### config.mk
export PLATFORM = sky130hd
export DESIGN_NAME = pkrms_mul
export DESIGN_NICKNAME = d
export VERILOG_FILES = /design/src/rtl/pkrms_mul.sv
export SDC_FILE = /design/constraint.sdc
export NUM_CORES = 2
export LEC_CHECK = 0
export ABC_CLOCK_PERIOD_IN_PS = 21200
export BUFFER_PORTS_ARGS = -buffer_cell sky130_fd_sc_hd__buf_2
export CORE_MARGIN = 5
export CORE_UTILIZATION = 55
export CTS_CLUSTER_SIZE = 30
export DETAILED_ROUTE_END_ITERATION = 10
export GPL_ROUTABILITY_DRIVEN = 0
export HOLD_SLACK_MARGIN = 0.12
export MAX_ROUTING_LAYER = met4
export PLACE_DENSITY = 0.73
export SLEW_MARGIN = 20
export SYNTH_ARGS = -nofsm -noshare
export SYNTH_HDL_FRONTEND = slang
export SYNTH_SLANG_ARGS = --single-unit
export TNS_END_PERCENT = 10
### constraint.sdc
create_clock -name clk -period 21.2 [get_ports clk]
set_clock_uncertainty 0.05 [all_clocks]
set_input_delay 3.18 -clock clk [delete_from_list [all_inputs] [get_ports clk]]
set_output_delay 3.18 -clock clk [all_outputs]
set_load 0.005 [all_outputs]
### src/rtl/pkrms_mul.sv
`default_nettype none
// Shared 32x32 multiplier with a registered product.
module pkrms_mul (
  input  wire logic        clk,
  input  wire logic [31:0] a,
  input  wire logic [31:0] b,
  output logic [63:0]      p_r
);
  always_ff @(posedge clk) begin
    p_r <= 64'(a) * 64'(b);
  end
endmodule
`default_nettype wire

==> results.toml <==
[hold_path]
hp-class = "input pin to register"

[placement]
placed_cell_area_um2 = 35570
number_of_i_o_port_buffers = 128
dp.final_hpwl_um = 70980

[cells_and_area]
syn_to_final_growth_pct = 3.385
max_flop_register = "p_r"
final_cell_mix = "sky130_fd_sc_hd__fa_1, sky130_fd_sc_hd__inv_1, sky130_fd_sc_hd__and2_1, sky130_fd_sc_hd__nand2_1, sky130_fd_sc_hd__ha_1"
finish.instance_area_um2 = 35850
fillers = 5499
drive_above_1_share_pct = 4.489
largest_registers = "p_r (64)"
largest_register_ff_count = 64
layout.nets = 4895
layout_commonest_cell = "sky130_fd_sc_hd__fa_1"

[floorplanning]
die_height_um = 261.1
chipWidth_um = 261.1
die_area_um2 = 68170
initial_core_util_pct = 55.27
ioPinCount = 129
floorplan.core_area_um2 = 62740
num_rows = 92

[yosys]
synth_flop_cell = "sky130_fd_sc_hd__dfxtp_1"
synthesis.instances = 3748
synth.lib_cells_used.distinct = 57
synth_async_sr_flop_share_pct = 0
synth_edf_count = 0
ys_seq_area_share_pct = 3.695
synth_area_um2 = 34680
yosys_warnings = 0
ys_ff_latch = 64
mappedNetlistNets = 4972
syn-mean-instance-area_um2 = 9.252

[global_routing]
grt_util_all_layers_pct = 28.10
first_global_vias = 27460
globalRouteOverflowTotal = 0
wire_length_of_the_first_global_routing_pass_um = 146300
grt_max_degree = 33
initial_antenna_violation_count = 3

[clock_tree]
cts-buffers-inserted = 9
clockBufferDepth = 2
clockRootBuffer = "sky130_fd_sc_hd__clkbuf_16"
tritoncts_clock_tree = "done"
cts_sinks = 64
postCtsSetupBuffers = 0
h-tree-depth = 3
clock_pin_transition_on_the_worst_setup_and_hold_timing_paths_ns = 0.06
number_of_buffers_inserted_by_hold_repair_at_cts = 0
post_cts_resize_count = 0

[setup_path]
worst-endpoint-required_ns = 21.42
crit_path_start = "b[10]"
critPathMaxFanout = 32
criticalPathCategory = "input pin to register"
critical_path.max_stage_delay_ns = 0.58
crit_path_top_delay_cell = "sky130_fd_sc_hd__buf_2"
crit_path_end_kind = "register"
critPathLaunchType = "input pin"
worst_setup_path_endpoint = "p_r[62]$_DFF_P_"
critical-path-top-cell-by-count = "sky130_fd_sc_hd__fa_1"
critPathArrivalTime_ns = 11.03

[sta]
rsz0062_at_grt = "no"
worstMarginPinSlew_ns = 0.8291
max_freq_mhz = 92.55
timing.final.hold_violations = 0
setup-violations-final = 0
final_period_minus_worst_setup_slack_ns = 10.80
slew_headroom_pct = 44.72
report.final.slew_viol_count = 0
tns_ns = 0
min_period_over_period_pct = 50.97

[route]
final_antenna_net_count = 0
total_length_of_routed_wires_um = 89020
post-route-drc-count = 0
post_drt_wl_per_cell_um = 19.68
drtIter0Drc = 1686
via_count = 24920
first_pass_iters = 5
via_per_inst = 5.508

[job]
max_cap_viol_count = 0

[run_status]
status = "finished, final reports clean"
## logic make-up (layout without fill, tap and decap cells)
group | Yosys count | in the layout | share of synthesized area, %
AOI/OAI and AO/OA | 202 | 202 | 4.153
buffers and inverters | 1085 | 1013 | 11.77
xor gates and xnor gates | 60 | 60 | 1.515
DFF | 64 | 64 | 3.695
muxes | 1 | 1 | 0.02887
and+or+nand+nor | 1177 | 1177 | 17.62
other | 0 | 2 | 0
adders and majority gates | 1159 | 1159 | 61.22
## stage by stage
step / worst slack [ns] / utilization, % / instances / hold WS [ns]
finish: 10.40 / 57.14 / 4524 / 3.415
global route: 10.11 / 57.14 / 4524 / 3.427
CTS: 10.50 / 57.14 / 4522 / 3.393
floorplan: 11.22 / - / 3748 / 3.257
detailed placement: 10.16 / 56.70 / 4506 / 3.507
global placement: 10.28 / 56.70 / 4506 / 3.506
## how the worst min path moves through the flow
| stage | from | endpoint | slack [ns] | depth (start not counted) |
|---|---|---|---|---|
| after global placement | p_r[2]$_DFF_P_ | p_r[2] | 3.51 | 1 |
| after detailed placement | p_r[13]$_DFF_P_ | p_r[13] | 3.51 | 1 |
| after floorplan | b[0] | p_r[0]$_DFF_P_ | 3.26 | 1 |
| final | a[0] | p_r[0]$_DFF_P_ | 3.42 | 3 |
| after CTS | a[0] | p_r[0]$_DFF_P_ | 3.39 | 3 |
| after global routing | a[0] | p_r[0]$_DFF_P_ | 3.43 | 3 |
## critical path: cells and delay by family
kind,cells,cell delay [ns]
adder cells (fa/ha/maj),9,4.32
XOR/XNOR,1,0.15
AO/OA/AOI/OAI,4,1.07
AND/OR/NAND/NOR,4,1.33
buffers and inverters,7,0.95
## cell type report
cell class / instances / area (µm²) / share of cell area [%]
Antenna cell: 2 / 5.005 / 0.01396
Clock inverter: 7 / 47.55 / 0.1326
Clock buffer: 9 / 225.2 / 0.6282
Multi-Input combinational cell: 2599 / 29310 / 81.77
Sequential cell: 64 / 1281 / 3.574
Tap cell: 846 / 1059 / 2.953
Inverter: 865 / 3247 / 9.057
Timing Repair Buffer: 132 / 670.6 / 1.871
## synth_stat cells, types with 2 or more instances
cell | n | area (µm²)
sky130_fd_sc_hd__fa_1 | 896 | 17940
sky130_fd_sc_hd__nand3_1 | 10 | 50.05
sky130_fd_sc_hd__nand2_1 | 480 | 1802
sky130_fd_sc_hd__ha_1 | 263 | 3291
sky130_fd_sc_hd__o211ai_1 | 2 | 15.01
sky130_fd_sc_hd__o21ai_0 | 21 | 105.1
sky130_fd_sc_hd__xnor2_1 | 35 | 306.5
sky130_fd_sc_hd__a21oi_2 | 3 | 26.28
sky130_fd_sc_hd__a311oi_1 | 2 | 17.52
sky130_fd_sc_hd__inv_1 | 865 | 3247
sky130_fd_sc_hd__nand2b_1 | 2 | 12.51
sky130_fd_sc_hd__and4_1 | 3 | 26.28
sky130_fd_sc_hd__a21boi_1 | 3 | 22.52
sky130_fd_sc_hd__dfxtp_1 | 64 | 1281
sky130_fd_sc_hd__a31oi_1 | 12 | 75.07
sky130_fd_sc_hd__a221o_1 | 4 | 40.04
sky130_fd_sc_hd__a21o_1 | 40 | 300.3
sky130_fd_sc_hd__or4_1 | 3 | 22.52
sky130_fd_sc_hd__o21a_1 | 9 | 67.56
sky130_fd_sc_hd__o21bai_1 | 10 | 75.07
sky130_fd_sc_hd__or3_1 | 3 | 18.77
sky130_fd_sc_hd__buf_2 | 6 | 30.03
sky130_fd_sc_hd__o31ai_1 | 2 | 15.01
sky130_fd_sc_hd__o221a_2 | 2 | 22.52
sky130_fd_sc_hd__o31ai_4 | 3 | 63.81
sky130_fd_sc_hd__nor2b_1 | 2 | 12.51
sky130_fd_sc_hd__and2_1 | 602 | 3766
sky130_fd_sc_hd__a221oi_4 | 3 | 78.83
sky130_fd_sc_hd__a21oi_1 | 63 | 315.3
sky130_fd_sc_hd__nor2_1 | 20 | 75.07
sky130_fd_sc_hd__and3b_1 | 2 | 17.52
sky130_fd_sc_hd__and3_1 | 14 | 87.58
sky130_fd_sc_hd__clkbuf_1 | 213 | 799.5
sky130_fd_sc_hd__o221ai_1 | 3 | 26.28
sky130_fd_sc_hd__a211oi_1 | 3 | 22.52
sky130_fd_sc_hd__nand4_1 | 23 | 143.9
sky130_fd_sc_hd__o21ai_1 | 5 | 25.02
sky130_fd_sc_hd__xor2_1 | 25 | 219.0
sky130_fd_sc_hd__nor3_1 | 7 | 35.03
sky130_fd_sc_hd__or2_2 | 3 | 18.77
## per-layer routing
metal  global-route usage (%)  routed length, µm
met1                    33.57              32710
met2                    48.42              45960
met3                    3.095               5070
met4                    12.63               5289
met5                        -                  0
Power is left out: the tool's default activity adds up to more than one toggle a clock period on the data nets, which glitch-free logic cannot reach.
