File: src/rtl/pkrms_div.sv
`default_nettype none
// Restoring divider, 128 by 64 bits, one quotient bit per cycle.
// A quotient that would not fit in 64 bits saturates to all ones.
module pkrms_div (
  input  wire logic         clk,
  input  wire logic         rst_n,
  input  wire logic         start,
  input  wire logic [127:0] dividend,
  input  wire logic [63:0]  divisor,
  output logic              done_r,
  output logic [63:0]       q_r
);
  logic        busy_r;
  logic [5:0]  cnt_r;
  logic [63:0] rem_r;
  logic [63:0] lo_r;
  logic [63:0] d_r;
  logic [64:0] shifted;
  logic        take;

  assign shifted = {rem_r, lo_r[63]};
  assign take    = shifted >= {1'b0, d_r};

  always_ff @(posedge clk) begin
    if (!rst_n) begin
      busy_r <= 1'b0;
      done_r <= 1'b0;
    end else begin
      done_r <= 1'b0;
      if (start) begin
        d_r   <= divisor;
        rem_r <= dividend[127:64];
        lo_r  <= dividend[63:0];
        cnt_r <= 6'd63;
        if (dividend[127:64] >= divisor) begin
          q_r    <= {64{1'b1}};
          done_r <= 1'b1;
        end else begin
          q_r    <= '0;
          busy_r <= 1'b1;
        end
      end else if (busy_r) begin
        rem_r <= take ? 64'(shifted - {1'b0, d_r}) : shifted[63:0];
        lo_r  <= {lo_r[62:0], 1'b0};
        q_r   <= {q_r[62:0], take};
        cnt_r <= cnt_r - 6'd1;
        if (cnt_r == 6'd0) begin
          busy_r <= 1'b0;
          done_r <= 1'b1;
        end
      end
    end
  end

`ifndef SYNTH
  a_no_restart: assert property (@(posedge clk) disable iff (!rst_n)
    start |-> !busy_r) else $error("divider started while busy");
`endif
endmodule
`default_nettype wire

File: config.mk
export PLATFORM = sky130hd
export DESIGN_NAME = pkrms_div
export DESIGN_NICKNAME = d
export VERILOG_FILES = /design/src/rtl/pkrms_div.sv
export SDC_FILE = /design/constraint.sdc
export NUM_CORES = 1
export LEC_CHECK = 0
export BUFFER_PORTS_ARGS = -buffer_cell sky130_fd_sc_hd__buf_4
export CELL_PAD_IN_SITES_DETAIL_PLACEMENT = 1
export CELL_PAD_IN_SITES_GLOBAL_PLACEMENT = 1
export CORE_UTILIZATION = 46
export CTS_CLUSTER_SIZE = 40
export DETAILED_ROUTE_END_ITERATION = 16
export PLACE_DENSITY = 0.93
export SYNTH_ARGS = -nofsm -noshare
export SYNTH_HDL_FRONTEND = slang
export SYNTH_SLANG_ARGS = --single-unit
File: constraint.sdc
create_clock -name clk -period 8.05 [get_ports clk]
set_input_delay 0.4025 -clock clk [delete_from_list [all_inputs] [get_ports clk]]
set_output_delay 0.4025 -clock clk [all_outputs]
set_load 0.01 [all_outputs]
==> reports/results.txt, run 1 <==
Register-to-register setup slack: 3.66 ns
Max_slew headroom: 31.1%
Syn Std Cell Area: 0.0169 sq mm
Max Slew Vio Count: 0
VDD IR max: 0.178 mV
CTS Buffer Depth: 3
Setup TNS Final: 0 ns
Clock period minus final worst setup slack: 4.39 ns
CP arrival: 4.72 ns
Number of synthesized flops with an enable pin: 262
Worst Setup Slack, final: 3.66 ns
Fmax: 228 MHz
Initial antenna violation count: 1
Detail Placement HPWL: 38.8 mm
Core area: 0.0358 sq mm
#FFs+latches synth: 264
Clock slew at reported path FFs: 0.06 ns
GPL Wtd Cong: 0.950
Number of CTS-inserted buffers: 30
WL/cell: 23.1 um
Wire length on met1: 21.9 mm
Routed vias/inst: 5.96
Layout cells sized above 1: 22.2%
Setup CP Type: register to register
1st-pass router iterations: 7
Synth-to-layout area growth: 21.6%
CP startpoint kind: register
Worst R2R Path Depth: 11
TritonCTS clock tree: built
Final non-filler cell total: 2355
Maxcap violations: 0
Skew final: 0.0140 ns
Least-Margin Pin Slew: 1.03 ns
Syn nets: 1923
Crit-path max cell delay: 0.72 ns
RSZ-0062 raised after global routing: false
Chip height: 194 um
Hold Path Depth: 1
Status: finished clean
Grt ovf: 0
DP Worst Slack: 3.86 ns
# Post-CTS Setup Buffers: 0
Ys flop type: edfxtp_1
Critical path capture point type: register
Port bufs: 259
WP buf/inv: 1
Vias in the first global route: 15300
Ordered list of cells on the worst path: ha_1, nand3_1, o21bai_1, a21boi_0, o21ai_1, a21oi_1, a21oi_1, o21ai_4, buf_4, a21oi_1, mux2_2
WL final: 54.4 mm
Met3 WL post-DR: 4.15 mm
Tcrit/Tclk final: 54.6%
Data required, critical path: 8.37 ns
Post-synth cell types: 72
IO Count: 260
Largest net degree at the start of global routing: 82
Clk Latency, worst-skew pair: 0.59 ns
Crit-path max FO: 81
Worst hold path type: input pin to register
Remaining DRCs: 0
# rows: 69
Slowest-stage cell, CP: buf_4
Global-route wire length before repair: 85.2 mm
Hold Path Origin: divisor[18]
FF-to-FF End: rem_r[8]
Placed insts: 2243
Total Routing Usage GR: 28.6%
DR iter-0 viols: 902
Clock sink count: 264
H-tree depth: 1
P_leak: 0.00897 uW
R2R Path Start: rem_r[3]
Mean post-synth cell area: 10.6 sq um
CP most frequent cell: a21oi_1
CP delay by family, top: compound AO/OA/AOI/OAI gates
Cell Pwr Density: 202 mW/mm^2
Die ar.: 0.0375 sq mm
Routed length on met2: 27.0 mm
Sequential share of the synthesized area: 46.8%
Post-route ant nets: 0
Worst hold endpoint: d_r[18]
Initial Util: 47.1%
Design Power: 4140 uW
Vias: 14000
Cells after Synth: 1597
Net count reported at finish: 2196
Synthesis Warnings: 0
Final setup fails: 0
Clock Tree Root: clkbuf_16
Ys async rst share: 0%
Die X: 194 um
Final Hold Viols: 0
Top Layer Used: met4
==> sequential cells by signal, indices dropped and copies added (netlist names) <==
signal / cells
cnt_r: 6
rem_r: 64
busy_r: 1
done_r: 1
d_r: 64
q_r: 64
lo_r: 64
==> how the worst max path moves through the flow <==
stage                     startpoint        end  slack (ns)  depth (start not counted)
after floorplan                start   cnt_r[0]        2.10                          3
after global placement     rem_r[28]  rem_r[26]        3.99                         10
after detailed placement     d_r[30]   rem_r[7]        3.86                         11
after CTS                    d_r[30]  rem_r[28]        3.81                         11
after global routing        rem_r[5]   rem_r[8]        3.41                         11
final                       rem_r[3]   rem_r[8]        3.66                         11
==> cell type report <==
type / count / area, sq um
multi-input cells: 1101 / 8030
flip-flops and latches: 264 / 7910
clock buffers: 36 / 773
repair buffers: 324 / 2570
fillers: 3883 / 15300
inverters: 149 / 562
diodes: 1 / 2.50
well taps: 461 / 577
clock inverters: 19 / 108
==> per-layer routing <==
layer | vias up | track usage, %
met5 | - | 0
met4 | 0 | 7.32
met3 | 88 | 7.69
met2 | 471 | 50.4
met1 | 6994 | 34.3
li1 | 6478 | -
==> placed cells by master, fill, tap and decap left out, types with 33 or more instances in the layout <==
cell type / count
nand2_1: 106
ha_1: 130
dlygate4sd3_1: 56
xnor2_1: 33
inv_1: 147
a21o_1: 50
buf_4: 268
a21oi_1: 139
nand4_1: 39
o21ai_0: 57
a211o_1: 65
nor2_1: 95
mux2_2: 88
edfxtp_1: 262
==> worst reg2reg max path, delay by kind of cell (launching register included) <==
family	cells	cell delay [ns]
compound gates	7	2.11
buf+inv	1	0.72
flops	1	0.41
fa+ha+maj	1	0.41
mux	1	0.35
simple gates	1	0.13
==> timing repair <==
action / CTS / global route
hold endpoints to repair: 56 / 0
gates resized for setup: 0 / 0
hold buffers: 56 / 0
==> cells by family (layout without fill, tap and decap cells) <==
family / count (synthesis) / after routing / synth area share [%]
AOI/OAI and AO/OA: 448 / 448 / 17.8
and+or+nand+nor: 380 / 380 / 11.2
DFF: 264 / 264 / 46.8
buffers and inverters: 232 / 528 / 5.77
adders and majority gates: 131 / 131 / 9.75
muxes: 92 / 92 / 6.11
xor gates and xnor gates: 50 / 50 / 2.59
other: 0 / 1 / 0
==> metrics by stage <==
stage | instance area, sq um | util (%) | hold WS [ns]
after floorplan | 16900 | - | 0.463
after global placement | 19100 | 53.3 | 0.495
after detailed placement | 19100 | 53.3 | 0.530
after CTS | 20500 | 57.3 | 0.00223
after global routing | 20500 | 57.3 | 0.00439
final | 20500 | 57.3 | 0.0186
==> cell usage after synthesis, drive strengths merged, types with 7 or more instances <==
cell type,count,area share [%]
a31oi,14,0.56
nor2,96,2.1
nand4,39,1.4
and3,18,0.67
xor2,17,0.88
nor4,12,0.53
edfxtp,262,47
and4,10,0.52
and2,7,0.26
buf,37,1.4
clkbuf,46,1.0
xnor2,33,1.7
mux2,88,5.9
o21a,15,0.67
o21ai,70,2.1
a21o,50,2.2
nand3,24,0.71
o31ai,10,0.44
or3,11,0.41
a2bb2oi,12,0.62
o21bai,18,0.80
nor2b,16,0.59
a31o,7,0.36
nand2,106,2.4
a21oi,140,4.2
a211oi,14,0.68
a211o,65,3.4
ha,130,9.6
inv,149,3.3
nor3,22,0.68
==> power breakdown <==
part / total [uW] / switching, uW / internal, uW
sequential: 1720 / 60.7 / 1660
clock: 1270 / 588 / 681
combinational: 1150 / 666 / 483
No activity file was read; power rests on OpenSTA's default activity.
==> inputs of run 2 (changes only) <==
==> constraint.sdc (replaced) <==
create_clock -name clk -period 4.6 [get_ports clk]
set_input_delay 0.23 -clock clk [delete_from_list [all_inputs] [get_ports clk]]
set_output_delay 0.23 -clock clk [all_outputs]
set_load 0.01 [all_outputs]
==> reports/results.txt, run 2 (synthesis results as in run 1) <==
Placed Area: 0.0191 sq mm
Hold Slack: 0.0445 ns
CP arrival: 4.55 ns
WL final: 62.5 mm
Setup TNS Final: 0 ns
Global-route wire length before repair: 96.5 mm
Status: finished clean
Vias: 15000
Maxcap violations: 0
H-tree depth: 1
Vias in the first global route: 16400
Detail Placement HPWL: 39.4 mm
Clock Tree Root: clkbuf_16
Critical path capture point type: register
Fmax: 238 MHz
Fillcell total: 3763
Core area: 0.0358 sq mm
Chip height: 194 um
Port bufs: 259
Largest net degree at the start of global routing: 128
Data required, critical path: 4.94 ns
Commonest non-fill, non-tap cell in the layout: buf_4
Crit-path max FO: 70
Combinational share of power: 28.6%
Net count reported at finish: 2317
Max Slew Vio Count: 0
Least-Margin Pin Slew: 1.01 ns
TritonCTS clock tree: built
Power share of the clock group: 31.6%
Final setup fails: 0
Cell Pwr Density: 348 mW/mm^2
# Post-CTS Setup Buffers: 0
Commonest non-fill, non-tap cells in the layout: buf_4 (265), edfxtp_1 (262), dlygate4sd3_1 (176), inv_1 (147), a21oi_1 (139)
Clk Latency, worst-skew pair: 0.61 ns
Initial Util: 47.1%
1st-pass router iterations: 5
IO Count: 260
P_leak: 0.00951 uW
P_sw: 2470 uW
Register-to-register setup slack: 0.39 ns
Post-route ant nets: 0
Remaining DRCs: 0
Layout cells sized above 1: 20.9%
WL/cell: 25.2 um
Setup CP Type: register to register
Die ar.: 0.0375 sq mm
Final Hold Viols: 0
CP startpoint kind: register
Skew final: 0.0320 ns
DR iter-0 viols: 1250
GPL Wtd Cong: 0.934
Die X: 194 um
Routed vias/inst: 6.07
Synth-to-layout area growth: 29.2%
Final Cell Area: 0.0218 sq mm
Clock slew at reported path FFs: 0.06 ns
Sw Share: 32.5%
VDD IR max: 0.372 mV
Initial antenna violation count: 6
Total Routing Usage GR: 33.1%
Flop pwr share: 39.8%
Worst hold path type: input pin to register
Tcrit/Tclk final: 91.5%
Clock period minus final worst setup slack: 4.21 ns
Int Pwr: 5120 uW
Clock sink count: 264
# rows: 69
Max_slew headroom: 32.8%
RSZ-0062 raised after global routing: false
CTS Buffer Depth: 3
Grt ovf: 0
Number of CTS-inserted buffers: 31
-- run 2: layout make-up --
cell class | instances | area, sq um | share of cell area (%)
Antenna cell | 3 | 7.51 | 0.0344
Clock buffer | 39 | 806 | 3.69
Clock inverter | 17 | 114 | 0.522
Inverter | 149 | 562 | 2.58
Multi-Input combinational cell | 1101 | 8030 | 36.8
Sequential cell | 264 | 7910 | 36.3
Tap cell | 461 | 577 | 2.64
Timing Repair Buffer | 444 | 3810 | 17.5
-- run 2: timing repair --
item	4_1_cts	5_1_grt
hold endpoints to repair	176	0
resized for setup	0	0
hold buffers	176	0
-- run 2: stage by stage --
stage	std cells	total power, uW	util [%]	worst slack (ns)
final	2478	7590	60.9	0.392
after global routing	2478	7850	60.9	0.159
after CTS	2475	7450	60.9	0.507
after detailed placement	2243	4980	53.4	0.646
after global placement	2243	4860	53.4	0.741
after floorplan	1597	4320	-	0.866
-- run 2: worst paths after layout --
| path | from | endpoint | cells after the start |
|---|---|---|---|
| worst max-delay path | rem_r[2] | rem_r[1] | 11 |
| worst min-delay path | dividend[75] | rem_r[11] | 3 |
| worst max register to register | rem_r[2] | rem_r[1] | 11 |
| worst min register to register | lo_r[49] | lo_r[50] | 1 |
-- run 2: critical path, stage by stage, from the launching register on --
cell and delay (ns):
edfxtp_1 0.42, ha_1 0.43, nand3_1 0.17, o21bai_1 0.25, a21boi_0 0.28, o21ai_1 0.19, a21oi_1 0.33, a21oi_1 0.23
o21ai_4 0.71, buf_12 0.37, a21oi_1 0.19, mux2_2 0.30
-- run 2: power by group through the flow --
stage / Sequential (uW) / Clock (uW) / Combinational [uW]
final: 3020 / 2400 / 2170
after global routing: 3030 / 2490 / 2330
after CTS: 3000 / 2370 / 2080
after detailed placement: 3050 / 0 / 1930
after global placement: 3030 / 0 / 1830
after floorplan: 3040 / 0 / 1280
-- run 2: layer usage --
layer	up-vias	wire length [um]	global-route usage, %
met1	7479	23900	38.9
met4	4	2490	12.7
li1	6734	-	-
met5	-	24	0
met3	160	4580	7.11
met2	667	31500	58.9
==> inputs of run 3 (changes only) <==
--- a/config.mk
+++ b/config.mk
@@ -11,6 +11,7 @@
 export CORE_UTILIZATION = 46
 export CTS_CLUSTER_SIZE = 40
 export DETAILED_ROUTE_END_ITERATION = 16
+export GPL_TIMING_DRIVEN = 0
 export PLACE_DENSITY = 0.93
 export SYNTH_ARGS = -nofsm -noshare
 export SYNTH_HDL_FRONTEND = slang
==> reports/results.txt, run 3 (synthesis results as in run 1) <==
Data required, critical path: 5.02 ns
Setup CP Type: register to register
Synth-to-layout area growth: 31.9%
Port bufs: 259
Grt ovf: 0
Commonest non-fill, non-tap cells in the layout: buf_4 (264), edfxtp_1 (262), dlygate4sd3_1 (169), inv_1 (148), a21oi_1 (139)
Initial antenna violation count: 6
CTS Buffer Depth: 3
Met3 WL post-DR: 5.50 mm
Final Hold Viols: 0
Placed Area: 0.0195 sq mm
WL/cell: 28.3 um
Core area: 0.0358 sq mm
Number of CTS-inserted buffers: 30
Wire length on met1: 26.6 mm
H-tree depth: 1
Status: finished clean
Remaining DRCs: 0
Worst hold path type: input pin to register
# rows: 69
Least-Margin Pin Slew: 1.05 ns
Initial Util: 47.1%
Total Routing Usage GR: 38.3%
Chip height: 194 um
Routed vias/inst: 6.26
Final core utilization: 62.2%
Largest net degree at the start of global routing: 65
Max_slew headroom: 30.3%
Top Layer Used: met4
Clock period minus final worst setup slack: 4.54 ns
Clock Tree Root: clkbuf_16
TritonCTS clock tree: built
GPL Wtd Cong: 0.955
WL final: 72.1 mm
P_leak: 0.00972 uW
Slowest-stage cell, CP: clkbuf_1
Detail Placement HPWL: 44.1 mm
Clock sink count: 264
Layout cells sized above 1: 21.6%
Die ar.: 0.0375 sq mm
Max Slew Vio Count: 0
Vias in the first global route: 17400
Crit-path max cell delay: 0.73 ns
Vias: 16000
Crit-path max FO: 10
Die X: 194 um
Routed length on met2: 35.5 mm
Final Cell Area: 0.0223 sq mm
WP buf/inv: 2
CP most frequent cell: a21oi_1
Critical path capture point type: register
CP delay by family, top: compound AO/OA/AOI/OAI gates
IO Count: 260
Maxcap violations: 0
Final setup fails: 0
Fmax: 220 MHz
Ordered list of cells on the worst path: ha_1, clkbuf_2, o21ai_0, nor2_1, a31o_2, o21ai_1, a21oi_1, a21oi_1, o21a_2, clkbuf_1, a21oi_1, a2bb2oi_1
Cell Pwr Density: 363 mW/mm^2
Skew final: 0.0412 ns
DR iter-0 viols: 1365
CP arrival: 4.95 ns
VDD IR max: 0.305 mV
1st-pass router iterations: 7
Net count reported at finish: 2386
Post-route ant nets: 0
Clock slew at reported path FFs: 0.07 ns
Global-route wire length before repair: 109 mm
Tcrit/Tclk final: 98.6%
Clk Latency, worst-skew pair: 0.62 ns
Commonest non-fill, non-tap cell in the layout: buf_4
RSZ-0062 raised after global routing: false
CP startpoint kind: register
[run 3: changes by cell type in the layout (fill, tap and decap cells not counted), sizes merged]
| cell | before | now |
|---|---|---|
| dlygate4sd3 | 176 | 169 |
| inv | 150 | 149 |
| buf | 268 | 299 |
| diode | 3 | 6 |
| clkbuf | 39 | 82 |
| clkinv | 14 | 10 |
| clkinvlp | 1 | 2 |
| bufinv | 1 | 7 |
[run 3: layout make-up]
cell class | count | area (sq um)
fillers | 3811 | 13600
multi-input cells | 1101 | 8010
flip-flops and latches | 264 | 7910
repair buffers | 431 | 3710
clock buffers | 36 | 773
well taps | 461 | 577
inverters | 149 | 562
plain buffers | 83 | 415
clock inverters | 19 | 295
diodes | 6 | 15.0
[run 3: worst paths after layout]
path | to | slack (ns) | from | cells after the start
worst min-delay path | rem_r[46] | 0.004 | dividend[110] | 2
worst max-delay path | rem_r[52] | 0.06 | rem_r[6] | 12
worst min register to register | lo_r[51] | 0.56 | lo_r[50] | 1
worst max register to register | rem_r[52] | 0.06 | rem_r[6] | 12
[run 3: worst reg2reg max path, stage by stage, from the launching register on]
cell and delay [ns]:
edfxtp_1 0.47, ha_1 0.34, clkbuf_2 0.17, o21ai_0 0.34
nor2_1 0.17, a31o_2 0.30, o21ai_1 0.35, a21oi_1 0.25
a21oi_1 0.41, o21a_2 0.39, clkbuf_1 0.74, a21oi_1 0.21
a2bb2oi_1 0.23
[run 3: metrics by stage]
| stage | total power [uW] | hold WS [ns] | worst slack, ns | setup TNS, ns | std cells |
|---|---|---|---|---|---|
| detailed placement | 5060 | 0.419 | 0.475 | 0 | 2320 |
| CTS | 7840 | 0.00320 | 0.483 | 0 | 2544 |
| global route | 8300 | 0.0248 | 0.0461 | 0 | 2550 |
| finish | 8090 | 0.00406 | 0.0642 | 0 | 2550 |
| floorplan | 4320 | 0.329 | 0.866 | 0 | 1597 |
| global placement | 4940 | 0.419 | -0.907 | -184.52 | 2317 |
[run 3: where the power goes]
part	switching (uW)	total, uW	internal, uW
clock	1170	2770	1600
combinational	1350	2290	941
sequential	123	3030	2910
total	2650	8090	5440
[run 3: timing repair]
item,in CTS,in global routing
hold endpoints to repair,169,0
hold buffers,169,0
buffers inserted,0,0
endpoints found under the setup margin,0,0
gates resized for setup,0,0
[run 3: per-layer routing]
| layer | global-route usage (%) | vias up |
|---|---|---|
| li1 | - | 6875 |
| met1 | 43.4 | 7926 |
| met2 | 67.1 | 887 |
| met3 | 8.25 | 264 |
| met4 | 21.2 | 0 |
| met5 | 0 | - |
