`src/rtl/pkrms_sqrt.sv`:
```
`default_nettype none
// Integer square root of a 64-bit value, two radicand bits per cycle.
module pkrms_sqrt (
  input  wire logic        clk,
  input  wire logic        rst_n,
  input  wire logic        start,
  input  wire logic [63:0] radicand,
  output logic             done_r,
  output logic [31:0]      root_r
);
  logic        busy_r;
  logic [4:0]  cnt_r;
  logic [63:0] rad_r;
  logic [63:0] hold_r;
  logic [33:0] rem_r;
  logic [33:0] rem_sh;
  logic [33:0] trial;

  assign rem_sh = {rem_r[31:0], rad_r[63:62]};
  assign trial  = {root_r, 2'b01};

  always_ff @(posedge clk) begin
    if (!rst_n) begin
      busy_r <= 1'b0;
      done_r <= 1'b0;
    end else begin
      done_r <= 1'b0;
      if (start) begin
        rad_r  <= radicand;
        hold_r <= radicand;
        rem_r  <= '0;
        root_r <= '0;
        cnt_r  <= 5'd31;
        busy_r <= 1'b1;
      end else if (busy_r) begin
        if (rem_sh >= trial) begin
          rem_r  <= rem_sh - trial;
          root_r <= {root_r[30:0], 1'b1};
        end else begin
          rem_r  <= rem_sh;
          root_r <= {root_r[30:0], 1'b0};
        end
        rad_r <= {rad_r[61:0], 2'b00};
        cnt_r <= cnt_r - 5'd1;
        if (cnt_r == 5'd0) begin
          busy_r <= 1'b0;
          done_r <= 1'b1;
        end
      end
    end
  end

`ifndef SYNTH
  a_root_floor: assert property (@(posedge clk) disable iff (!rst_n)
    done_r |-> (66'(root_r) * 66'(root_r) <= 66'(hold_r)) &&
               ((66'(root_r) + 66'd1) * (66'(root_r) + 66'd1) > 66'(hold_r)))
    else $error("square root result is not the floor root");
`endif
endmodule
`default_nettype wire

```
`config.mk`:
```
export PLATFORM = sky130hd
export DESIGN_NAME = pkrms_sqrt
export DESIGN_NICKNAME = d
export VERILOG_FILES = /design/src/rtl/pkrms_sqrt.sv
export SDC_FILE = /design/constraint.sdc
export NUM_CORES = 1
export LEC_CHECK = 0
export BUFFER_PORTS_ARGS = -buffer_cell sky130_fd_sc_hd__buf_2
export CORE_MARGIN = 5
export CORE_UTILIZATION = 48
export CTS_BUF_LIST = sky130_fd_sc_hd__clkbuf_16
export CTS_CLUSTER_DIAMETER = 60
export DETAILED_ROUTE_END_ITERATION = 12
export MAX_ROUTING_LAYER = met4
export PLACE_DENSITY_LB_ADDON = 0.12
export SKIP_LAST_GASP = 1
export SLEW_MARGIN = 40
export SYNTH_ARGS = -nofsm -noshare
export SYNTH_HDL_FRONTEND = slang
export SYNTH_SLANG_ARGS = --single-unit
export TNS_END_PERCENT = 1
```
`constraint.sdc`:
```
create_clock -name clk -period 6.19 [get_ports clk]
set_input_delay 0.3095 -clock clk [delete_from_list [all_inputs] [get_ports clk]]
set_output_delay 0.3095 -clock clk [all_outputs]
set_load 0.01 [all_outputs]
```
==> results of run 1 <==
stage by stage:
| step | utilization | area, um2 |
|---|---|---|
| floorplan | - | 7570 |
| global placement | 0.524 | 8200 |
| detailed placement | 0.527 | 8240 |
| CTS | 0.562 | 8800 |
| global route | 0.562 | 8800 |
| finish | 0.562 | 8800 |
final timing paths:
| kind | to | slack [ns] | cells past startpoint |
|---|---|---|---|
| hold / removal | rad_r[0] | 0.17 | 2 |
| setup / recovery | rem_r[30] | 3.16 | 9 |
| hold reg to reg | done_r | 0.51 | 1 |
| setup reg to reg | rem_r[30] | 3.16 | 9 |
layer usage:
metal  track usage  up-vias
met5             -        -
met4        0.0666        0
met3        0.0520       21
met2         0.284      139
met1         0.239     2467
li1              -     2552
logic make-up (layout without fill, tap and decap cells):
group / count (synthesis) / in the layout / synth area share
DFF: 135 / 135 / 0.533
adders and majority gates: 35 / 35 / 0.0578
AOI/OAI and AO/OA: 125 / 125 / 0.120
muxes: 73 / 73 / 0.107
xor gates and xnor gates: 26 / 26 / 0.0301
and+or+nand+nor: 173 / 173 / 0.107
buffers and inverters: 81 / 184 / 0.0456
final cells by class:
class | instances | area share
flip-flops and latches | 135 | 0.459
multi-input cells | 432 | 0.364
repair buffers | 103 | 0.0629
clock buffers | 17 | 0.0484
well taps | 216 | 0.0307
inverters | 49 | 0.0209
clock inverters | 15 | 0.0145
registers in the layout, indices dropped and copies added, names as in the netlist:
signal / flops
rad_r: 64
rem_r: 32
root_r: 32
cnt_r: 5
busy_r: 1
done_r: 1
layout by cell type, fill, tap and decap left out, types with 4 or more instances in the layout:
master	Yosys	layout
o21ai_1	6	6
nor3_1	4	4
a21oi_2	4	4
nor2_1	75	75
and2_1	5	5
a21oi_1	32	32
a21o_1	16	16
xor2_1	11	11
nand3_1	7	7
clkbuf_16	0	17
inv_1	49	49
edfxtp_1	133	133
nand2_1	43	43
a211oi_1	10	10
o211ai_1	5	5
mux2_2	62	62
and3_1	6	6
nand2b_1	5	5
mux2i_1	11	11
buf_2	10	98
xnor2_1	15	15
o21ai_0	10	10
ha_1	35	35
nand4_1	10	10
a31oi_1	8	8
cells in the mapped netlist, types with 3 or more instances:
cell type  instances  share of area
a21o_1            16          0.016
or3_1              3         0.0025
nor2_1            75          0.037
o31ai_1            3         0.0030
a211oi_1          10         0.0099
a21oi_2            4         0.0046
inv_1             49          0.024
nor3_1             4         0.0026
mux2_2            62          0.092
and3_1             6         0.0050
nand4_1           10         0.0083
edfxtp_1         133           0.53
and2_1             5         0.0041
o21a_1             4         0.0040
nand2_1           43          0.021
clkbuf_1          13         0.0064
xnor2_1           15          0.017
ha_1              35          0.058
xor2_1            11          0.013
mux2i_1           11          0.015
nand2b_1           5         0.0041
nand3_1            7         0.0046
o21ai_1            6         0.0040
a31oi_1            8         0.0066
buf_2             10         0.0066
a21oi_1           32          0.021
buf_4              3         0.0030
o211ai_1           5         0.0050
o21ai_0           10         0.0066
power by group through the flow:
stage          combinational [mW]  clock (mW)  sequential [mW]
3_3_place_gp                0.506           0             1.14
6_report                    0.520       0.956             1.12
4_1_cts                     0.521       0.973             1.12
5_1_grt                     0.578        1.02             1.13
3_5_place_dp                0.517           0             1.14
2_1_floorplan               0.395           0             1.14
==> reports/results.ini, run 1 <==
[clocking]
cts_hold_buf = 0
cts_buffers = 17
cts-resized-gates = 0
clkSlewWorstSetupHoldPaths_ns = 0.06
htree_levels = 4
cts_root_buf = clkbuf_16
cts_setup_buffers = 0
cts_max_path_buffers = 2
cts.sinks = 135
insertion_delay_ns = 0.42
cts_tree = done

[sta]
hold_ws_ns = 0.170
clock_skew_ns = 0.00608
slew_viol_final = 0
rsz0062_at_grt = no
relSlewSlack = 0.458
min_period_ns = 3.03
tightest_slew_ns = 0.803
tns_ns = 0
setup_viol = 0
worst_slack_ns = 3.16
finalCritPeriodShare = 0.489
fmax_mhz = 330
hold_violations = 0

[worst_setup_path]
critPathKind = reg -> reg
crit_path_max_fanout = 36
crit_arrival_ns = 3.26
crit_chain = ha_1 > nand3_2 > nor4_2 > nand4_1 > a31oi_1 > o31ai_4 > nand2_4 > nand2_1 > o32ai_1
critPathMaxStageDelay_ns = 0.46
worstSetupStartpoint = rem_r[10]
endpoint_kind = flop
timing.rr.start = rem_r[10]
cp-start-kind = flop
path_buf_inv = 0
cpLargestDelayFamily = simple AND/OR/NAND/NOR gates
required_ns = 6.42
crit_slowest_cell = ha_1

[cells_and_area]
areaGrowthSynthToFinish_pct = 16.1
regArea_mm2 = 0.00403
multi_input_area_mm2 = 0.00320
fill_cells = 1371
fin_cells = 967
antenna_cells = 0
drive_above_1_share = 0.288
finish.net_count = 840

[route]
remaining_drc_errors = 0
ant_nets = 0
wl_met3_mm = 1.03
dr_wl_met2_mm = 7.48
drt_iter0_drc = 433
wirelength_mm = 15.9
dr.pass1.iters = 5
highest_layer = met4
post_drt_wl_per_cell_um = 16.4
vias = 5179
avgViaCountPerCell = 5.36
route.layer.met1.wl_mm = 7.14

[grt]
grt_max_degree = 65
grt_pass1_vias = 5290
grt_pass1_wl_mm = 26.3
grt.total_usage = 0.186
grt_overflow = 0
antenna_found_initial = 0

[logic_synthesis]
synth_seq_cells = 135
syn_area_mm2 = 0.00757
ys_seq_area_frac = 0.533
synth_edf_count = 133
syn_inst = 648
synth_cell_types = 70
syn_nets = 750
synthArstFlopShare = 0
synthFlopType = edfxtp_1
syn_avg_cell_area_um2 = 11.7
yosysWarnings = 0

[power_and_ir_drop]
combinationalPowerShare = 0.200
p_switching_mw = 0.736
power.leakage_nw = 3.55
ir_worst_vdd_v = 0.000188
finalPower_mw = 2.60
powerDensity_mw_per_mm2 = 295
swShare = 0.283
seqPwrFrac = 0.431
intPower_mw = 1.86
pwr-share-clk = 0.368

[floorplanning]
core_region_area_mm2 = 0.0157
boundaryPins = 100
die_w_um = 136
die_y_um = 136
core.rowCount = 46
design.die.area_mm2 = 0.0184
start_util = 0.484

[placed_design]
io_buffers = 99
dp_slack_ns = 3.18
dp.cells = 935
gp_congestion = 0.953
dpl.hpwl_mm = 11.1

[flow_run]
max-cap-violations = 0

[worst_hold_path]
min_from = radicand[0]
min_path_type = in -> reg

[outcome]
status = completed

Note: power is estimated with default switching activity, not from simulation.
==> run 2, diff against run 1 <==
--- a/config.mk
+++ b/config.mk
@@ -5,6 +5,7 @@
 export SDC_FILE = /design/constraint.sdc
 export NUM_CORES = 1
 export LEC_CHECK = 0
+export ABC_AREA = 1
 export BUFFER_PORTS_ARGS = -buffer_cell sky130_fd_sc_hd__buf_2
 export CORE_MARGIN = 5
 export CORE_UTILIZATION = 48
==> constraint.sdc (replaced) <==
create_clock -name clk -period 2.9 [get_ports clk]
set_input_delay 0.145 -clock clk [delete_from_list [all_inputs] [get_ports clk]]
set_output_delay 0.145 -clock clk [all_outputs]
set_load 0.01 [all_outputs]
==> run 2 against run 1 <==
Effect of this change: first-iteration DRC count up 11%; highest routed layer unchanged; die area up 13%; clock power up 130%; sequential share of layout area down 7.5 points.
==> reports/results.ini, run 2 <==
[grt]
grt.total_usage = 0.219
grt_max_degree = 80
grt_pass1_vias = 7210
antenna_found_initial = 0
grt_pass1_wl_mm = 34.8
grt_overflow = 0

[cells_and_area]
antenna_cells = 0
finish.net_count = 1397
areaGrowthSynthToFinish_pct = 21.5
largest_reg_flops = 64
post-route-cell-area_mm2 = 0.0105
layout.cells.most_common = nand2_1
regMostFlops = rad_r
largestRegisters = rad_r (64), rem_r (32), root_r (32)
drive_above_1_share = 0.142
fin_cells = 1536
mostFrequentLayoutCells = 485 x nand2_1, 170 x inv_1, 133 x edfxtp_1, 126 x nor2_1, 98 x buf_2

[clocking]
cts.sinks = 135
cts_buffers = 17
clkSlewWorstSetupHoldPaths_ns = 0.07
insertion_delay_ns = 0.43
cts_root_buf = clkbuf_16
cts_max_path_buffers = 2
cts_tree = done
cts_setup_buffers = 0
htree_levels = 4

[worst_hold_path]
worstHoldPathCells = 3
min_path_type = in -> reg

[floorplanning]
design.die.area_mm2 = 0.0208
start_util = 0.485
core_region_area_mm2 = 0.0178
die_y_um = 144
boundaryPins = 100
die_w_um = 144
core.rowCount = 49

[sta]
relSlewSlack = 0.531
rsz0062_at_grt = no
finalCritPeriodShare = 0.831
min_period_ns = 2.41
tightest_slew_ns = 0.704
worst_slack_ns = 0.490
slew_viol_final = 0
setup_viol = 0
fmax_mhz = 415
hold_violations = 0
clock_skew_ns = 0.0136

[logic_synthesis]
synth_top_area_share = 0.461
synth_most_common_cell = nand2_1
synth_cell_types = 38
synth_seq_cells = 135
synth_top_area_cell = edfxtp_1
synthFlopType = edfxtp_1
ys_seq_area_frac = 0.466
synthArstFlopShare = 0
syn_avg_cell_area_um2 = 7.59
syn_nets = 1243
syn_area_mm2 = 0.00866
ys_top_cells_by_area = edfxtp_1 46%, nand2_1 21%, inv_1 7.4%
synth_edf_count = 133
yosysWarnings = 0
syn_inst = 1141
synthTopCellsByCount = 485 x nand2_1, 170 x inv_1, 133 x edfxtp_1

[route]
avgViaCountPerCell = 4.78
drt_iter0_drc = 479
remaining_drc_errors = 0
vias = 7335
ant_nets = 0
post_drt_wl_per_cell_um = 13.9
dr.pass1.iters = 5
wirelength_mm = 21.3

[power_and_ir_drop]
powerDensity_mw_per_mm2 = 572
ir_worst_vdd_v = 0.000425
power.leakage_nw = 5.37

[placed_design]
gp_congestion = 0.978
dp_slack_ns = 0.526
dpl_cell_area_mm2 = 0.00934
dpl.hpwl_mm = 14.7
io_buffers = 99
dp.cells = 1447

[outcome]
status = completed

[worst_setup_path]
crit_arrival_ns = 2.59
critPathKind = reg -> reg
endpoint_kind = flop
rr_worst_depth = 15
required_ns = 3.08
crit_path_max_fanout = 21
cp-start-kind = flop

[flow_run]
max-cap-violations = 0

run 2: kinds of logic (layout without fill, tap and decap cells):
family	after synthesis	count (layout)	share of synthesized area
flip-flops	135	135	0.466
XOR/XNOR	14	14	0.0142
AO/OA/AOI/OAI	28	28	0.0176
AND/OR/NAND/NOR	720	720	0.353
buffers and inverters	209	375	0.0984
adder cells (fa/ha/maj)	35	35	0.0506
run 2: path summary, 6_finish.rpt:
| kind | startpoint | to | slack [ns] |
|---|---|---|---|
| max | root_r[21] | rem_r[26] | 0.49 |
| max reg2reg | root_r[21] | rem_r[26] | 0.49 |
| min reg2reg | busy_r | done_r | 0.51 |
| min | radicand[54] | rad_r[54] | 0.005 |
run 2: per-layer routing:
metal  global-route usage  vias up  share of wire
met5                    -        -              0
met4               0.0781        0          0.024
met3               0.0364       32          0.042
met2                0.372      164           0.49
met1                0.265     3309           0.44
li1                     -     3830              -
run 2: timing repair:
item | in CTS | in global routing
gates resized for setup | 0 | 0
hold buffers | 58 | 0
endpoints found under the hold margin | 58 | 0
run 2: metrics by stage:
step / total power, mW / TNS [ns] / hold slack, ns / utilization
floorplan: 3.44 / -18.44 / 0.318 / -
global placement: 3.76 / 0 / 0.405 / 0.524
detailed placement: 3.77 / 0 / 0.406 / 0.524
CTS: 6.06 / 0 / 0.00140 / 0.589
global route: 6.33 / 0 / 0.0214 / 0.589
finish: 6.01 / 0 / 0.00530 / 0.589
run 2: power breakdown:
group          internal, mW  leakage, nW  switching (mW)
registers              2.33         1.30          0.0538
logic                 0.505         3.79           0.899
clock network          1.29        0.282           0.935
total                  4.12         5.37            1.89
run 2: area by class of cell:
class / count / area (um2)
Inverter: 180 / 678
Clock inverter: 14 / 165
Clock buffer: 17 / 425
Fill cell: 1636 / 7330
Tap cell: 229 / 287
Multi-Input combinational cell: 797 / 3780
Timing Repair Buffer: 164 / 1140
Sequential cell: 135 / 4030
run 2: critical path, cell delays in order (launching register included):
cell	delay (ns)
edfxtp_1	0.39
inv_1	0.10
ha_1	0.30
nand2_1	0.09
nand2_1	0.10
nand2_1	0.08
nand2_1	0.06
clkinv_1	0.06
nand2_1	0.07
nand2_1	0.07
nand2_2	0.09
nor2_8	0.15
buf_4	0.32
nand3b_1	0.14
nand2_1	0.09
nor2_1	0.06
==> run 3, diff against run 2 <==
==> constraint.sdc (replaced) <==
create_clock -name clk -period 2.5 [get_ports clk]
set_input_delay 0.125 -clock clk [delete_from_list [all_inputs] [get_ports clk]]
set_output_delay 0.125 -clock clk [all_outputs]
set_load 0.01 [all_outputs]
==> run 3 against run 2 <==
Effect of this change: hold slack improved by 0.0038 ns; sequential power rose by 16%; clock skew fell by 0.0012 ns; combinational power is 20% higher; register-to-register slack worse by 0.35 ns; utilization rose by 0.75 points; highest routed layer unchanged; sequential cell count stayed put; die area unchanged; total power up 16%; via count about the same.
==> reports/results.ini, run 3 (synthesis results as in run 2) <==
[grt]
grt_pass1_vias = 7426
antenna_found_initial = 0
grt.total_usage = 0.224
grt_pass1_wl_mm = 35.7
grt_max_degree = 113
grt_overflow = 0

[route]
post_drt_wl_per_cell_um = 13.8
drt_iter0_drc = 368
vias = 7328
dr.pass1.iters = 4
remaining_drc_errors = 0
wirelength_mm = 21.3
ant_nets = 0
avgViaCountPerCell = 4.73

[worst_setup_path]
crit_chain = inv_1 > ha_2 > a21oi_2 > nand2_1 > clkinv_1 > nand2_1 > nand2_1 > nand2_2 > nor2_8 > nand2_8 > buf_12 > nor2_1 > nor2_1
cpLargestDelayFamily = simple AND/OR/NAND/NOR gates
critPathKind = reg -> reg
crit_slowest_cell = edfxtp_1
endpoint_kind = flop
cp-start-kind = flop
cpMostUsedCell = nand2_1
crit_path_max_fanout = 19
required_ns = 2.68
crit_arrival_ns = 2.54
path_buf_inv = 3
critPathMaxStageDelay_ns = 0.38

[floorplanning]
start_util = 0.485
core_region_area_mm2 = 0.0178
die_w_um = 144
boundaryPins = 100
design.die.area_mm2 = 0.0208
core.rowCount = 49
die_y_um = 144

[cells_and_area]
drive_above_1_share = 0.148
antenna_cells = 0
final_util = 0.597
largest_reg_flops = 64
finish.net_count = 1409
post-route-cell-area_mm2 = 0.0106
regArea_mm2 = 0.00403
areaGrowthSynthToFinish_pct = 23.0
layout.cells.most_common = nand2_1
mostFrequentLayoutCells = 484 x nand2_1, 171 x inv_1, 133 x edfxtp_1, 125 x nor2_1, 98 x buf_2
multi_input_area_mm2 = 0.00379
regMostFlops = rad_r
fill_cells = 1673
largestRegisters = rad_r (64), rem_r (32), root_r (32)
fin_cells = 1549

[sta]
slew_viol_final = 0
rsz0062_at_grt = yes
fmax_mhz = 424
min_period_ns = 2.36
setup_viol = 0
clock_skew_ns = 0.0125
hold_violations = 0
tightest_slew_ns = 0.745
finalCritPeriodShare = 0.944
relSlewSlack = 0.504
tns_ns = 0

[power_and_ir_drop]
power.leakage_nw = 5.44
ir_worst_vdd_v = 0.000511
powerDensity_mw_per_mm2 = 654

[clocking]
cts_setup_buffers = 0
cts.sinks = 135
htree_levels = 4
cts_max_path_buffers = 2
cts_root_buf = clkbuf_16
clkSlewWorstSetupHoldPaths_ns = 0.07
cts_buffers = 17
insertion_delay_ns = 0.43
cts_tree = done

[flow_run]
max-cap-violations = 0

[placed_design]
io_buffers = 99
dpl.hpwl_mm = 14.9
dp.cells = 1454
dpl_cell_area_mm2 = 0.00942
gp_congestion = 0.945

[worst_hold_path]
min_path_type = in -> reg

[outcome]
status = completed

run 3: cell types whose count changed in the layout (fill, tap and decap cells not counted), moves of 3 or more:
cell	delta
dlygate4sd3_1	+5
inv_6	+3
buf_4	+3
buf_6	+3
run 3: area by class of cell:
class,count,share of cell area
flip-flops and latches,135,0.379
multi-input cells,797,0.356
repair buffers,176,0.119
inverters,180,0.0642
clock buffers,17,0.0399
well taps,229,0.0269
clock inverters,15,0.0150
run 3: path summary, 6_finish.rpt:
| path | from | end | slack [ns] | cells past startpoint |
|---|---|---|---|---|
| max | root_r[23] | rem_r[20] | 0.14 | 13 |
| min | radicand[15] | rad_r[15] | 0.009 | 3 |
| max reg2reg | root_r[23] | rem_r[20] | 0.14 | 13 |
| min reg2reg | rad_r[60] | rad_r[62] | 0.51 | 2 |
run 3: timing repair:
item / in CTS / in global routing
endpoints found under the setup margin: 0 / 29
hold endpoints to repair: 63 / 0
gates resized for setup: 0 / 6
hold buffers: 63 / 0
run 3: power breakdown:
part,switching [mW],internal [mW]
logic,1.05,0.625
registers,0.0642,2.70
clock network,1.11,1.41
run 3: routing by layer:
metal	track usage	up-vias	wire length (um)
met1	0.274	3311	9610
met2	0.386	135	10600
met4	0.0579	0	358
met3	0.0364	27	785
li1	-	3855	-
met5	-	-	0
run 3: worst register-to-register path, delay by kind of cell, from the launching register on:
family                     cells  cell delay (ns)
DFF                            1             0.38
and+or+nand+nor                8             0.87
adders and majority gates      1             0.32
AOI/OAI and AO/OA              1             0.23
buffers and inverters          3             0.31
run 3: per-stage QoR:
step	setup WS, ns	hold slack [ns]	power (mW)
2_1_floorplan	-0.548	0.298	3.99
3_3_place_gp	0.0924	0.381	4.40
3_5_place_dp	0.0993	0.385	4.41
4_1_cts	0.0775	0.00119	7.02
5_1_grt	-0.0286	0.0141	7.38
6_report	0.141	0.00912	6.97
